[src/cbsp_pkg.sv]
`timescale 1ns / 1ps

package cbsp_pkg;

   // Default depth of the sysex buffer in bytes.
   localparam int BUFFER_BYTES_DEF = 64;

   // Depth of the operation queue between front and back.
   localparam int QUEUE_DEPTH = 4;
   localparam int QUEUE_AW    = $clog2(QUEUE_DEPTH);

   // Protocol codes.
   localparam logic [7:0] CODE_ANALOG      = 8'hE0;
   localparam logic [7:0] CODE_DIGITAL     = 8'h90;
   localparam logic [7:0] CODE_REPANALOG   = 8'hC0;
   localparam logic [7:0] CODE_REPDIGITAL  = 8'hD0;
   localparam logic [7:0] CODE_PINMODE     = 8'hF4;
   localparam logic [7:0] CODE_SYSEX_START = 8'hF0;
   localparam logic [7:0] CODE_SYSEX_END   = 8'hF7;
   localparam logic [7:0] CODE_VERSION     = 8'hF9;
   localparam logic [7:0] CODE_RESET       = 8'hFF;
   localparam logic [7:0] SYSEX_STRING     = 8'h71;
   localparam logic [7:0] SYSEX_FIRMWARE   = 8'h79;

   // Bit positions in the event enable register.
   localparam int EN_ANALOG     = 0;
   localparam int EN_DIGITAL    = 1;
   localparam int EN_PINMODE    = 2;
   localparam int EN_REPANALOG  = 3;
   localparam int EN_REPDIGITAL = 4;
   localparam int EN_STRING     = 5;
   localparam int EN_SYSEX      = 6;
   localparam int EN_RESET      = 7;

   typedef enum logic [3:0] {
      KIND_ANALOG     = 4'd0,
      KIND_DIGITAL    = 4'd1,
      KIND_PINMODE    = 4'd2,
      KIND_REPANALOG  = 4'd3,
      KIND_REPDIGITAL = 4'd4,
      KIND_SYSEXBYTE  = 4'd5,
      KIND_STRINGCHAR = 4'd6,
      KIND_FWREQ      = 4'd7,
      KIND_VERSIONREQ = 4'd8,
      KIND_RESET      = 4'd9
   } kind_type;

   typedef enum logic [2:0] {
      PEND_NONE,
      PEND_ANALOG,
      PEND_DIGITAL,
      PEND_PINMODE,
      PEND_REPANALOG,
      PEND_REPDIGITAL
   } pend_type;

   typedef enum logic [1:0] {
      OP_EMIT,
      OP_START,
      OP_STORE,
      OP_FINISH
   } op_type;

   typedef enum logic [2:0] {
      ST_IDLE,
      ST_CMD,
      ST_RAW,
      ST_LO,
      ST_HI,
      ST_ZERO
   } back_state_type;

   typedef struct packed {
      op_type      op;
      kind_type    kind;
      logic [6:0]  target;
      logic [13:0] value;
   } op_entry_type;

   typedef struct packed {
      kind_type    kind;
      logic [6:0]  target;
      logic [13:0] value;
      logic [7:0]  sysex_command;
      logic [5:0]  sysex_length;
      logic        overflow;
      logic        last;
   } result_type;

endpackage

[src/cbsp_front.sv]
`timescale 1ns / 1ps

module cbsp_front (
   input  logic                  clock,
   input  logic                  reset,
   input  logic                  accept,
   input  logic [7:0]            rx_byte,
   input  logic [7:0]            event_enable,
   output logic                  push,
   output cbsp_pkg::op_entry_type push_entry
);
   import cbsp_pkg::*;

   logic       in_sysex_ff, in_sysex_in;
   logic [1:0] wait_ff, wait_in;
   pend_type   pend_ff, pend_in;
   logic [3:0] chan_ff, chan_in;
   logic [6:0] first_ff, first_in;
   logic       op_valid;
   logic [7:0] code;

   // Status bytes below the system range carry a channel in the low nibble.
   assign code = (rx_byte < CODE_SYSEX_START) ? {rx_byte[7:4], 4'h0} : rx_byte;

   always_comb begin
      in_sysex_in = in_sysex_ff;
      wait_in     = wait_ff;
      pend_in     = pend_ff;
      chan_in     = chan_ff;
      first_in    = first_ff;
      op_valid    = 1'b0;
      push_entry        = '0;
      push_entry.op     = OP_EMIT;
      push_entry.kind   = KIND_ANALOG;

      if (in_sysex_ff) begin
         op_valid = 1'b1;
         if (rx_byte == CODE_SYSEX_END) begin
            push_entry.op = OP_FINISH;
            in_sysex_in   = 1'b0;
         end else begin
            push_entry.op    = OP_STORE;
            push_entry.value = 14'(rx_byte);
         end
      end else if (wait_ff != 2'd0 && !rx_byte[7]) begin
         wait_in = wait_ff - 2'd1;
         if (wait_ff == 2'd2) begin
            first_in = rx_byte[6:0];
         end else if (pend_ff != PEND_NONE) begin
            pend_in = PEND_NONE;
            case (pend_ff)
               PEND_ANALOG: begin
                  op_valid          = event_enable[EN_ANALOG];
                  push_entry.kind   = KIND_ANALOG;
                  push_entry.target = {3'b000, chan_ff};
                  push_entry.value  = {rx_byte[6:0], first_ff};
               end
               PEND_DIGITAL: begin
                  op_valid          = event_enable[EN_DIGITAL];
                  push_entry.kind   = KIND_DIGITAL;
                  push_entry.target = {3'b000, chan_ff};
                  push_entry.value  = {rx_byte[6:0], first_ff};
               end
               PEND_PINMODE: begin
                  op_valid          = event_enable[EN_PINMODE];
                  push_entry.kind   = KIND_PINMODE;
                  push_entry.target = first_ff;
                  push_entry.value  = 14'(rx_byte[6:0]);
               end
               PEND_REPANALOG: begin
                  op_valid          = event_enable[EN_REPANALOG];
                  push_entry.kind   = KIND_REPANALOG;
                  push_entry.target = first_ff;
                  push_entry.value  = 14'(rx_byte[6:0]);
               end
               PEND_REPDIGITAL: begin
                  op_valid          = event_enable[EN_REPDIGITAL];
                  push_entry.kind   = KIND_REPDIGITAL;
                  push_entry.target = {3'b000, chan_ff};
                  push_entry.value  = 14'(rx_byte[6:0]);
               end
               default: begin
                  op_valid = 1'b0;
               end
            endcase
         end
      end else begin
         if (rx_byte < CODE_SYSEX_START) begin
            chan_in = rx_byte[3:0];
         end
         case (code)
            CODE_ANALOG: begin
               wait_in = 2'd2;
               pend_in = PEND_ANALOG;
            end
            CODE_DIGITAL: begin
               wait_in = 2'd2;
               pend_in = PEND_DIGITAL;
            end
            CODE_PINMODE: begin
               wait_in = 2'd2;
               pend_in = PEND_PINMODE;
            end
            CODE_REPANALOG: begin
               wait_in = 2'd2;
               pend_in = PEND_REPANALOG;
            end
            CODE_REPDIGITAL: begin
               wait_in = 2'd1;
               pend_in = PEND_REPDIGITAL;
            end
            CODE_SYSEX_START: begin
               in_sysex_in   = 1'b1;
               op_valid      = 1'b1;
               push_entry.op = OP_START;
            end
            CODE_RESET: begin
               in_sysex_in     = 1'b0;
               wait_in         = 2'd0;
               pend_in         = PEND_NONE;
               chan_in         = 4'd0;
               first_in        = 7'd0;
               op_valid        = event_enable[EN_RESET];
               push_entry.kind = KIND_RESET;
            end
            CODE_VERSION: begin
               op_valid        = 1'b1;
               push_entry.kind = KIND_VERSIONREQ;
            end
            default: begin
               op_valid = 1'b0;
            end
         endcase
      end
   end

   assign push = accept && op_valid;

   always_ff @(posedge clock) begin
      if (reset) begin
         in_sysex_ff <= 1'b0;
         wait_ff     <= 2'd0;
         pend_ff     <= PEND_NONE;
         chan_ff     <= 4'd0;
         first_ff    <= 7'd0;
      end else if (accept) begin
         in_sysex_ff <= in_sysex_in;
         wait_ff     <= wait_in;
         pend_ff     <= pend_in;
         chan_ff     <= chan_in;
         first_ff    <= first_in;
      end
   end

endmodule

[src/cbsp_queue.sv]
`timescale 1ns / 1ps

module cbsp_queue (
   input  logic                   clock,
   input  logic                   reset,
   input  logic                   push,
   input  cbsp_pkg::op_entry_type push_entry,
   input  logic                   pop,
   output cbsp_pkg::op_entry_type head,
   output logic                   empty,
   output logic                   full
);
   import cbsp_pkg::*;

   op_entry_type          entries_ff [QUEUE_DEPTH];
   logic [QUEUE_AW-1:0]   wr_ptr_ff, rd_ptr_ff;
   logic [QUEUE_AW:0]     count_ff, count_in;
   logic                  do_push, do_pop;

   assign empty   = (count_ff == '0);
   assign full    = (count_ff == (QUEUE_AW+1)'(QUEUE_DEPTH));
   assign do_push = push && !full;
   assign do_pop  = pop && !empty;
   assign head    = entries_ff[rd_ptr_ff];

   always_comb begin
      count_in = count_ff;
      if (do_push && !do_pop) begin
         count_in = count_ff + 1'b1;
      end else if (do_pop && !do_push) begin
         count_in = count_ff - 1'b1;
      end
   end

   always_ff @(posedge clock) begin
      if (reset) begin
         wr_ptr_ff <= '0;
         rd_ptr_ff <= '0;
         count_ff  <= '0;
      end else begin
         count_ff <= count_in;
         if (do_push) begin
            wr_ptr_ff <= wr_ptr_ff + 1'b1;
         end
         if (do_pop) begin
            rd_ptr_ff <= rd_ptr_ff + 1'b1;
         end
      end
   end

   always_ff @(posedge clock) begin
      if (do_push) begin
         entries_ff[wr_ptr_ff] <= push_entry;
      end
   end

endmodule

[src/cbsp_back.sv]
`timescale 1ns / 1ps

module cbsp_back #(
   parameter int BUFFER_BYTES = cbsp_pkg::BUFFER_BYTES_DEF
) (
   input  logic                   clock,
   input  logic                   reset,
   input  cbsp_pkg::op_entry_type head,
   input  logic                   empty,
   output logic                   pop,
   input  logic [7:0]             event_enable,
   input  logic                   rsp_stall,
   output logic                   rsp_valid,
   output cbsp_pkg::result_type   rsp
);
   import cbsp_pkg::*;

   localparam int AW = $clog2(BUFFER_BYTES);
   localparam int CW = $clog2(BUFFER_BYTES + 1);

   logic [7:0]     mem [BUFFER_BYTES];
   logic [7:0]     rd_data_ff;
   logic           rd_en;
   logic [AW-1:0]  rd_addr;
   logic           wr_en;

   back_state_type state_ff, state_in;
   logic [CW-1:0]  count_ff, count_in;
   logic           ovf_ff, ovf_in;
   logic [AW-1:0]  idx_ff, idx_in;
   logic [7:0]     lo_ff, lo_in;
   logic [7:0]     cmd_ff, cmd_in;
   logic           rsp_valid_ff;
   result_type     rsp_ff, rsp_in;
   logic           emit;

   logic           out_free;
   logic           is_fw, is_str;
   logic [CW-1:0]  len;
   logic [5:0]     len6;
   logic           len_zero, chars_zero;
   logic [7:0]     char_val;
   logic           raw_last, hi_last;
   logic [AW-1:0]  idx_next;

   assign out_free   = !rsp_valid_ff || !rsp_stall;
   assign is_fw      = (rd_data_ff == SYSEX_FIRMWARE);
   assign is_str     = (rd_data_ff == SYSEX_STRING);
   assign len        = count_ff - CW'(1);
   assign len6       = 6'(len);
   assign len_zero   = (count_ff == CW'(1));
   assign chars_zero = (count_ff < CW'(3));
   // Character is the low byte of lsb + (msb << 7).
   assign char_val   = lo_ff + {rd_data_ff[0], 7'b0000000};
   assign raw_last   = (CW'(idx_ff) == len);
   assign hi_last    = (CW'(idx_ff) == {len[CW-1:1], 1'b0});
   assign idx_next   = idx_ff + AW'(1);

   // Next state.
   always_comb begin
      state_in = state_ff;
      case (state_ff)
         ST_IDLE: begin
            if (!empty && head.op == OP_FINISH && count_ff != '0) begin
               state_in = ST_CMD;
            end
         end
         ST_CMD: begin
            if (is_fw) begin
               if (out_free) state_in = ST_IDLE;
            end else if (is_str) begin
               if (!event_enable[EN_STRING]) begin
                  state_in = ST_IDLE;
               end else if (chars_zero) begin
                  if (out_free) state_in = ST_IDLE;
               end else begin
                  state_in = ST_LO;
               end
            end else if (event_enable[EN_SYSEX]) begin
               if (len_zero) begin
                  if (out_free) state_in = ST_IDLE;
               end else begin
                  state_in = ST_RAW;
               end
            end else begin
               state_in = ST_IDLE;
            end
         end
         ST_RAW: begin
            if (out_free && raw_last) state_in = ST_IDLE;
         end
         ST_LO: begin
            state_in = ST_HI;
         end
         ST_HI: begin
            if (out_free) begin
               if (char_val == 8'd0) begin
                  state_in = ST_IDLE;
               end else if (hi_last) begin
                  state_in = ST_ZERO;
               end else begin
                  state_in = ST_LO;
               end
            end
         end
         ST_ZERO: begin
            if (out_free) state_in = ST_IDLE;
         end
         default: begin
            state_in = ST_IDLE;
         end
      endcase
   end

   // Outputs and datapath.
   always_comb begin
      pop      = 1'b0;
      rd_en    = 1'b0;
      rd_addr  = '0;
      wr_en    = 1'b0;
      emit     = 1'b0;
      count_in = count_ff;
      ovf_in   = ovf_ff;
      idx_in   = idx_ff;
      lo_in    = lo_ff;
      cmd_in   = cmd_ff;
      rsp_in               = '0;
      rsp_in.kind          = KIND_SYSEXBYTE;
      rsp_in.sysex_command = cmd_ff;
      rsp_in.sysex_length  = len6;
      rsp_in.overflow      = ovf_ff;
      case (state_ff)
         ST_IDLE: begin
            if (!empty) begin
               case (head.op)
                  OP_EMIT: begin
                     if (out_free) begin
                        pop                  = 1'b1;
                        emit                 = 1'b1;
                        rsp_in               = '0;
                        rsp_in.kind          = head.kind;
                        rsp_in.target        = head.target;
                        rsp_in.value         = head.value;
                        rsp_in.last          = 1'b1;
                     end
                  end
                  OP_START: begin
                     pop      = 1'b1;
                     count_in = '0;
                     ovf_in   = 1'b0;
                  end
                  OP_STORE: begin
                     pop = 1'b1;
                     if (count_ff < CW'(BUFFER_BYTES)) begin
                        wr_en    = 1'b1;
                        count_in = count_ff + CW'(1);
                     end else begin
                        ovf_in = 1'b1;
                     end
                  end
                  OP_FINISH: begin
                     pop = 1'b1;
                     if (count_ff != '0) begin
                        rd_en   = 1'b1;
                        rd_addr = '0;
                     end
                  end
                  default: begin
                     pop = 1'b1;
                  end
               endcase
            end
         end
         ST_CMD: begin
            cmd_in               = rd_data_ff;
            rsp_in.sysex_command = rd_data_ff;
            rsp_in.last          = 1'b1;
            if (is_fw) begin
               rsp_in.kind = KIND_FWREQ;
               emit        = out_free;
            end else if (is_str) begin
               rsp_in.kind = KIND_STRINGCHAR;
               if (event_enable[EN_STRING]) begin
                  if (chars_zero) begin
                     emit = out_free;
                  end else begin
                     rd_en   = 1'b1;
                     rd_addr = AW'(1);
                     idx_in  = AW'(1);
                  end
               end
            end else if (event_enable[EN_SYSEX]) begin
               if (len_zero) begin
                  emit = out_free;
               end else begin
                  rd_en   = 1'b1;
                  rd_addr = AW'(1);
                  idx_in  = AW'(1);
               end
            end
         end
         ST_RAW: begin
            rsp_in.value = 14'(rd_data_ff);
            rsp_in.last  = raw_last;
            if (out_free) begin
               emit = 1'b1;
               if (!raw_last) begin
                  rd_en   = 1'b1;
                  rd_addr = idx_next;
                  idx_in  = idx_next;
               end
            end
         end
         ST_LO: begin
            lo_in   = rd_data_ff;
            rd_en   = 1'b1;
            rd_addr = idx_next;
            idx_in  = idx_next;
         end
         ST_HI: begin
            rsp_in.kind  = KIND_STRINGCHAR;
            rsp_in.value = 14'(char_val);
            rsp_in.last  = (char_val == 8'd0);
            if (out_free) begin
               emit = 1'b1;
               if (char_val != 8'd0 && !hi_last) begin
                  rd_en   = 1'b1;
                  rd_addr = idx_next;
                  idx_in  = idx_next;
               end
            end
         end
         ST_ZERO: begin
            rsp_in.kind = KIND_STRINGCHAR;
            rsp_in.last = 1'b1;
            emit        = out_free;
         end
         default: begin
            emit = 1'b0;
         end
      endcase
   end

   always_ff @(posedge clock) begin
      if (reset) begin
         state_ff     <= ST_IDLE;
         count_ff     <= '0;
         ovf_ff       <= 1'b0;
         rsp_valid_ff <= 1'b0;
      end else begin
         state_ff <= state_in;
         count_ff <= count_in;
         ovf_ff   <= ovf_in;
         if (emit) begin
            rsp_valid_ff <= 1'b1;
         end else if (!rsp_stall) begin
            rsp_valid_ff <= 1'b0;
         end
      end
   end

   always_ff @(posedge clock) begin
      idx_ff <= idx_in;
      lo_ff  <= lo_in;
      cmd_ff <= cmd_in;
      if (emit) begin
         rsp_ff <= rsp_in;
      end
   end

   always_ff @(posedge clock) begin
      if (wr_en) begin
         mem[count_ff[AW-1:0]] <= head.value[7:0];
      end
      if (rd_en) begin
         rd_data_ff <= mem[rd_addr];
      end
   end

   assign rsp_valid = rsp_valid_ff;
   assign rsp       = rsp_ff;

endmodule

[src/control_byte_stream_parser.sv]
// A byte that completes a command reaches the output through the operation queue and the
// output register; a sysex end byte first reads the command byte from the buffer.
// The front end takes one byte per cycle into a four-word queue while the queue is not
// full; a sysex flush holds the back end while it sends each raw byte, or each string
// character (two buffer bytes each) and an appended zero (one buffer read port).
// Reset is synchronous and active high: parser state, queue and output clear, the event
// enable register returns to all ones; the sysex buffer needs no clearing pass.
`timescale 1ns / 1ps

module control_byte_stream_parser #(
   parameter int BUFFER_BYTES = cbsp_pkg::BUFFER_BYTES_DEF
) (
   input  logic        clock,
   input  logic        reset,
   // Received byte word.
   input  logic        req_valid,
   output logic        req_stall,
   input  logic [7:0]  req_rx_byte,
   // Result word.
   output logic        rsp_valid,
   input  logic        rsp_stall,
   output logic [3:0]  rsp_kind,
   output logic [6:0]  rsp_target,
   output logic [13:0] rsp_value,
   output logic [7:0]  rsp_sysex_command,
   output logic [5:0]  rsp_sysex_length,
   output logic        rsp_overflow,
   output logic        rsp_last,
   // Event enable register write word.
   input  logic        csr_valid,
   output logic        csr_ready,
   input  logic [7:0]  csr_event_enable
);
   import cbsp_pkg::*;

   logic         csr_write;
   logic [7:0]   enable_ff;
   logic         accept;
   logic         q_push, q_pop, q_empty, q_full;
   op_entry_type q_push_entry, q_head;
   result_type   rsp;

   // The enable register is always writable; the user must change it only while the parser
   // is quiet (the block does not enforce this), so both halves can read it directly.
   assign csr_ready = 1'b1;
   assign csr_write = csr_valid && csr_ready;

   always_ff @(posedge clock) begin
      if (reset) begin
         enable_ff <= 8'hFF;
      end else if (csr_write) begin
         enable_ff <= csr_event_enable;
      end
   end

   // The front end takes a byte whenever the queue has a free slot. Every byte
   // updates the parser state; at most one operation per byte enters the queue.
   assign req_stall = q_full;
   assign accept    = req_valid && !q_full;

   cbsp_front u_front (
      .clock        (clock),
      .reset        (reset),
      .accept       (accept),
      .rx_byte      (req_rx_byte),
      .event_enable (enable_ff),
      .push         (q_push),
      .push_entry   (q_push_entry)
   );

   // The queue lets the front keep taking bytes while the back end walks
   // the sysex buffer or waits on a stalled result.
   cbsp_queue u_queue (
      .clock      (clock),
      .reset      (reset),
      .push       (q_push),
      .push_entry (q_push_entry),
      .pop        (q_pop),
      .head       (q_head),
      .empty      (q_empty),
      .full       (q_full)
   );

   // The back end owns the sysex buffer and the output register. It carries
   // out operations in order, so buffer writes for a new message never pass
   // the flush of the previous one.
   cbsp_back #(
      .BUFFER_BYTES (BUFFER_BYTES)
   ) u_back (
      .clock        (clock),
      .reset        (reset),
      .head         (q_head),
      .empty        (q_empty),
      .pop          (q_pop),
      .event_enable (enable_ff),
      .rsp_stall    (rsp_stall),
      .rsp_valid    (rsp_valid),
      .rsp          (rsp)
   );

   assign rsp_kind          = rsp.kind;
   assign rsp_target        = rsp.target;
   assign rsp_value         = rsp.value;
   assign rsp_sysex_command = rsp.sysex_command;
   assign rsp_sysex_length  = rsp.sysex_length;
   assign rsp_overflow      = rsp.overflow;
   assign rsp_last          = rsp.last;

   // Results that are not sysex output stand alone and are always the last word.
   a_single_is_last: assert property (@(posedge clock) disable iff (reset)
      rsp_valid && (rsp_kind == KIND_ANALOG || rsp_kind == KIND_DIGITAL ||
      rsp_kind == KIND_PINMODE || rsp_kind == KIND_REPANALOG ||
      rsp_kind == KIND_REPDIGITAL || rsp_kind == KIND_VERSIONREQ ||
      rsp_kind == KIND_RESET || rsp_kind == KIND_FWREQ) |-> rsp_last)
      else $error("single result word without last");

   // Sysex fields stay zero on results that do not come from a sysex message.
   a_no_sysex_fields: assert property (@(posedge clock) disable iff (reset)
      rsp_valid && (rsp_kind == KIND_ANALOG || rsp_kind == KIND_DIGITAL ||
      rsp_kind == KIND_PINMODE || rsp_kind == KIND_REPANALOG ||
      rsp_kind == KIND_REPDIGITAL || rsp_kind == KIND_VERSIONREQ ||
      rsp_kind == KIND_RESET) |->
      (rsp_sysex_command == 8'd0 && rsp_sysex_length == 6'd0 && !rsp_overflow))
      else $error("sysex fields set on a plain result");

   // A zero character terminates the string.
   a_zero_char_last: assert property (@(posedge clock) disable iff (reset)
      rsp_valid && rsp_kind == KIND_STRINGCHAR && rsp_value == 14'd0 |-> rsp_last)
      else $error("string terminator not marked last");

endmodule
[config.mk]
export PLATFORM = sky130hd
export DESIGN_NAME = control_byte_stream_parser
export DESIGN_NICKNAME = d
export VERILOG_FILES = /design/src/cbsp_pkg.sv /design/src/cbsp_front.sv /design/src/cbsp_queue.sv /design/src/cbsp_back.sv /design/src/control_byte_stream_parser.sv
export SDC_FILE = /design/constraint.sdc
export NUM_CORES = 1
export LEC_CHECK = 0
export ABC_AREA = 1
export BUFFER_PORTS_ARGS = -buffer_cell sky130_fd_sc_hd__buf_2
export CAP_MARGIN = 20
export CORE_UTILIZATION = 55
export CTS_CLUSTER_DIAMETER = 150
export CTS_CLUSTER_SIZE = 14
export DETAILED_ROUTE_END_ITERATION = 12
export GPL_TIMING_DRIVEN = 0
export MAX_ROUTING_LAYER = met4
export PLACE_DENSITY = 0.78
export SLEW_MARGIN = 20
export SYNTH_ARGS = -nofsm -noshare
export SYNTH_HDL_FRONTEND = slang
export SYNTH_SLANG_ARGS = --single-unit
export TNS_END_PERCENT = 5
[constraint.sdc]
create_clock -name clock -period 4.75 [get_ports clock]
set_clock_uncertainty 0.15 [all_clocks]
set_input_delay 0.2375 -clock clock [delete_from_list [all_inputs] [get_ports clock]]
set_output_delay 0.2375 -clock clock [all_outputs]
set_load 0.01 [all_outputs]
==> impl_metrics.env <==
export IMPL_status="finished, final reports clean"
export IMPL_numCtsBuffers=58
export IMPL_first_iter_violations=3636
export IMPL_num_vias=24308
export IMPL_synth_area_um2=32720
export IMPL_relSlewSlack=0.2062
export IMPL_worstPathMaxFanout=10
export IMPL_leakage_nw=14.43
export IMPL_finalSetupViolCount=0
export IMPL_cts_max_path_buffers=3
export IMPL_vias_per_cell=5.962
export IMPL_port_buffers=63
export IMPL_die_area_um2=60470
export IMPL_dp_hpwl_mm=65.78
export IMPL_grt_max_degree=31
export IMPL_finalNonFillerCells=4077
export IMPL_synth_seq_cells=737
export IMPL_gp_congestion=0.9927
export IMPL_grt_pass1_vias=23198
export IMPL_tightest_slew_ns=1.186
export IMPL_place_area_um2=34910
export IMPL_final_area_um2=36960
export IMPL_initial_core_util=0.5554
export IMPL_seq_area_frac_synth=0.6623
export IMPL_coreArea_um2=58910
export IMPL_clkLatencyLatePin_ns=0.65
export IMPL_fin_util=0.6275
export IMPL_place_inst=3950
export IMPL_antenna_found_initial=1
export IMPL_grt_first_pass_wirelength_mm=139.8
export IMPL_required_ns=4.85
export IMPL_tns_ns=0
export IMPL_routed_wl_mm=94.48
export IMPL_synth_edff_count=691
export IMPL_synth_compound_area_frac=0.03667
export IMPL_crit_path_max_incr_delay_ns=0.98
export IMPL_synthSimpleGateAreaFrac=0.2084
export IMPL_rrSetupSlack_ns=0.01
export IMPL_cp_end_kind="flop"
export IMPL_p_per_area_nw_per_um2=567.4
export IMPL_ioPinCount=65
export IMPL_cts_tree="yes"
export IMPL_synth_cell_types=47
export IMPL_h_tree_depth=2
export IMPL_setup_slack_ns=0.01353
export IMPL_grt_ovfl_total=0
export IMPL_die_w_um=245.9
export IMPL_finalCritPeriodShare=0.9972
export IMPL_grt_setup_unrepaired="true"
export IMPL_synthArstFlopShare=0
export IMPL_yosys_most_used_dff="edfxtp_1"
export IMPL_crit_path_cell_trace="clkbuf_1 > clkbuf_1 > nand2_1 > a32oi_1 > ha_1 > nand2_1 > nor2_1 > nand4_1 > nor2_1"
export IMPL_slowest_stage="nor2_1"
export IMPL_netlist_instances=3085
export IMPL_synthAdderAreaFrac=0.006348
export IMPL_hold_viol_final=0
export IMPL_yosys_warnings=0
export IMPL_met1_usage=0.4280
export IMPL_nets=3312
export IMPL_num_fill_cells=4352
export IMPL_use_met2=0.4836
export IMPL_crit_path_start_kind="flop"
export IMPL_drive_gt1_frac=0.09930
export IMPL_syn_area_per_cell_um2=10.61
export IMPL_clkSinkCount=737
export IMPL_max_freq_ghz=0.2111
export IMPL_routedWlPerCell_um=23.17
export IMPL_hold_path_class="in2reg"
export IMPL_synthMuxAreaShare=0
export IMPL_grt_busiest_layer="met2"
export IMPL_maxSlewViolCount=0
export IMPL_area_growth_pct=12.97
export IMPL_synthXorXnorAreaFrac=0.001874
export IMPL_grt_use_total=0.3239
export IMPL_drtPass1Iterations=7
export IMPL_ant_nets=0
export IMPL_num_rows=89
export IMPL_cts_root_buffer="clkbuf_16"
export IMPL_use_met3=0.06581
export IMPL_period_needed_ns=4.736
export IMPL_worstSetupPathType="reg2reg"
export IMPL_die_y_um=245.9
export IMPL_hold_ws_ns=0.05268
export IMPL_drc=0
export IMPL_drv_cap=0
export IMPL_syn_nets=3122
export IMPL_min_from="req_valid"
export IMPL_place_ws_ns=0.1948
export IMPL_path_clk_slew_ns=0.07
export IMPL_irDropWorstVdd_v=0.0004285
export IMPL_synth_top_family_by_area="simple AND/OR/NAND/NOR gates"
export IMPL_cp_data_arrival_time_ns=4.84
export IMPL_p_total_mw=20.97
==> what timing repair did <==
item,CTS,global route
setup buffers,0,1
endpoints found under the hold margin,47,0
hold buffers,36,0
resized for setup,0,20
endpoints found under the setup margin,0,184
==> final timing paths <==
| path | endpoint | depth (start not counted) |
|---|---|---|
| min reg2reg | u_front.chan_ff[0] | 2 |
| max | u_back.mem[31][2] | 9 |
| min | u_front.in_sysex_ff | 4 |
| max reg2reg | u_back.mem[31][2] | 9 |
==> cell usage in the layout, fill, tap and decap left out, types with 10 or more instances in the layout <==
cell type	n
edfxtp_1	691
o21ai_0	96
inv_2	10
nand3b_1	129
buf_6	13
ha_1	15
nand3_1	591
nand4_1	12
buf_4	19
nor2_2	23
buf_16	26
dlygate4sd3_1	36
dfxtp_1	46
inv_1	497
a21oi_1	38
o22ai_1	27
nor2_1	171
clkbuf_1	65
nand2_1	490
clkbuf_16	58
buf_2	143
==> synth_stat cells (2+ instances only) <==
master       n  area share
o22ai_1     35      0.0067
o221ai_1     2     0.00054
nand3b_1   129       0.030
ha_1        15      0.0057
buf_1        5     0.00057
buf_2       79       0.012
a22oi_1      9      0.0021
inv_1      497       0.057
a211oi_1     4     0.00092
o311ai_0     2     0.00054
nand2_1    490       0.056
nor2_1     198       0.023
nor3_1       9      0.0014
clkbuf_1    39      0.0045
nor2_4       2     0.00069
o21ai_0     96       0.015
inv_2       10      0.0011
nand3_1    591       0.090
edfxtp_1   691        0.63
o2111ai_1    3     0.00080
nand4_1     12      0.0023
nand2_4      3      0.0010
xnor2_1      2     0.00054
nor4_1       4     0.00076
nand2_2      4     0.00076
or2_2        3     0.00057
buf_6       13      0.0045
nand3_2      3     0.00092
a32oi_1      3     0.00080
a21oi_1     38      0.0058
clkinv_1     5     0.00057
xor2_1       5      0.0013
o211ai_1     9      0.0021
dfxtp_1     46       0.028
buf_4       17      0.0039
==> report_power, final <==
group / internal, mW / switching, mW / total [mW]
clock network: 2.25 / 2.23 / 4.48
logic: 2.29 / 5.52 / 7.81
registers: 8.48 / 0.197 / 8.68
total: 13.0 / 7.95 / 21.0
==> cells by family after synthesis <==
family	Yosys count
other	1
AND/OR/NAND/NOR	1451
AO/OA/AOI/OAI	208
flip-flops	737
adder cells (fa/ha/maj)	16
buffers and inverters	665
XOR/XNOR	7
==> area by class of cell <==
| type | instances | area (µm²) | share of cell area |
|---|---|---|---|
| Antenna cell | 1 | 2.502 | 0.00006770 |
| Multi-Input combinational cell | 1683 | 8501 | 0.2300 |
| Sequential cell | 737 | 21670 | 0.5863 |
| Clock buffer | 84 | 1549 | 0.04191 |
| Buffer | 153 | 834.6 | 0.02258 |
| Timing Repair Buffer | 130 | 1446 | 0.03913 |
| Clock inverter | 4 | 68.82 | 0.001862 |
| Inverter | 512 | 1922 | 0.05200 |
| Tap cell | 773 | 967.2 | 0.02617 |
==> flip-flops by register name, summed over array words and instances (netlist names), named ones only <==
signal,flops
u_front.chan_ff,4
u_back.mem,512
u_back.ovf_ff,1
u_queue.wr_ptr_ff,2
u_back.idx_ff,6
u_queue.rd_ptr_ff,2
u_front.first_ff,7
u_queue.entries_ff,108
u_front.in_sysex_ff,1
u_back.rd_data_ff,8
enable_ff,8
u_back.count_ff,7
u_back.rsp_valid,1
u_queue.count_ff,3
u_back.cmd_ff,8
u_front.wait_ff,2
u_back.state_ff,3
u_back.rsp,41
u_front.pend_ff,3
u_back.lo_ff,8
==> critical path: cells and delay by family (launching register included) <==
kind                     cells  cell delay, ns
flip-flops                   1            0.31
AO/OA/AOI/OAI                1            0.48
buffers and inverters        2            0.94
AND/OR/NAND/NOR              5            2.16
adder cells (fa/ha/maj)      1            0.29
==> layer usage <==
layer  wire length, µm  vias up
met5                 0        -
met4              4658        0
met3             12300      273
met2             42360     1694
met1             35160    11488
li1                  -    10853
(Power assumes the default switching activity.)
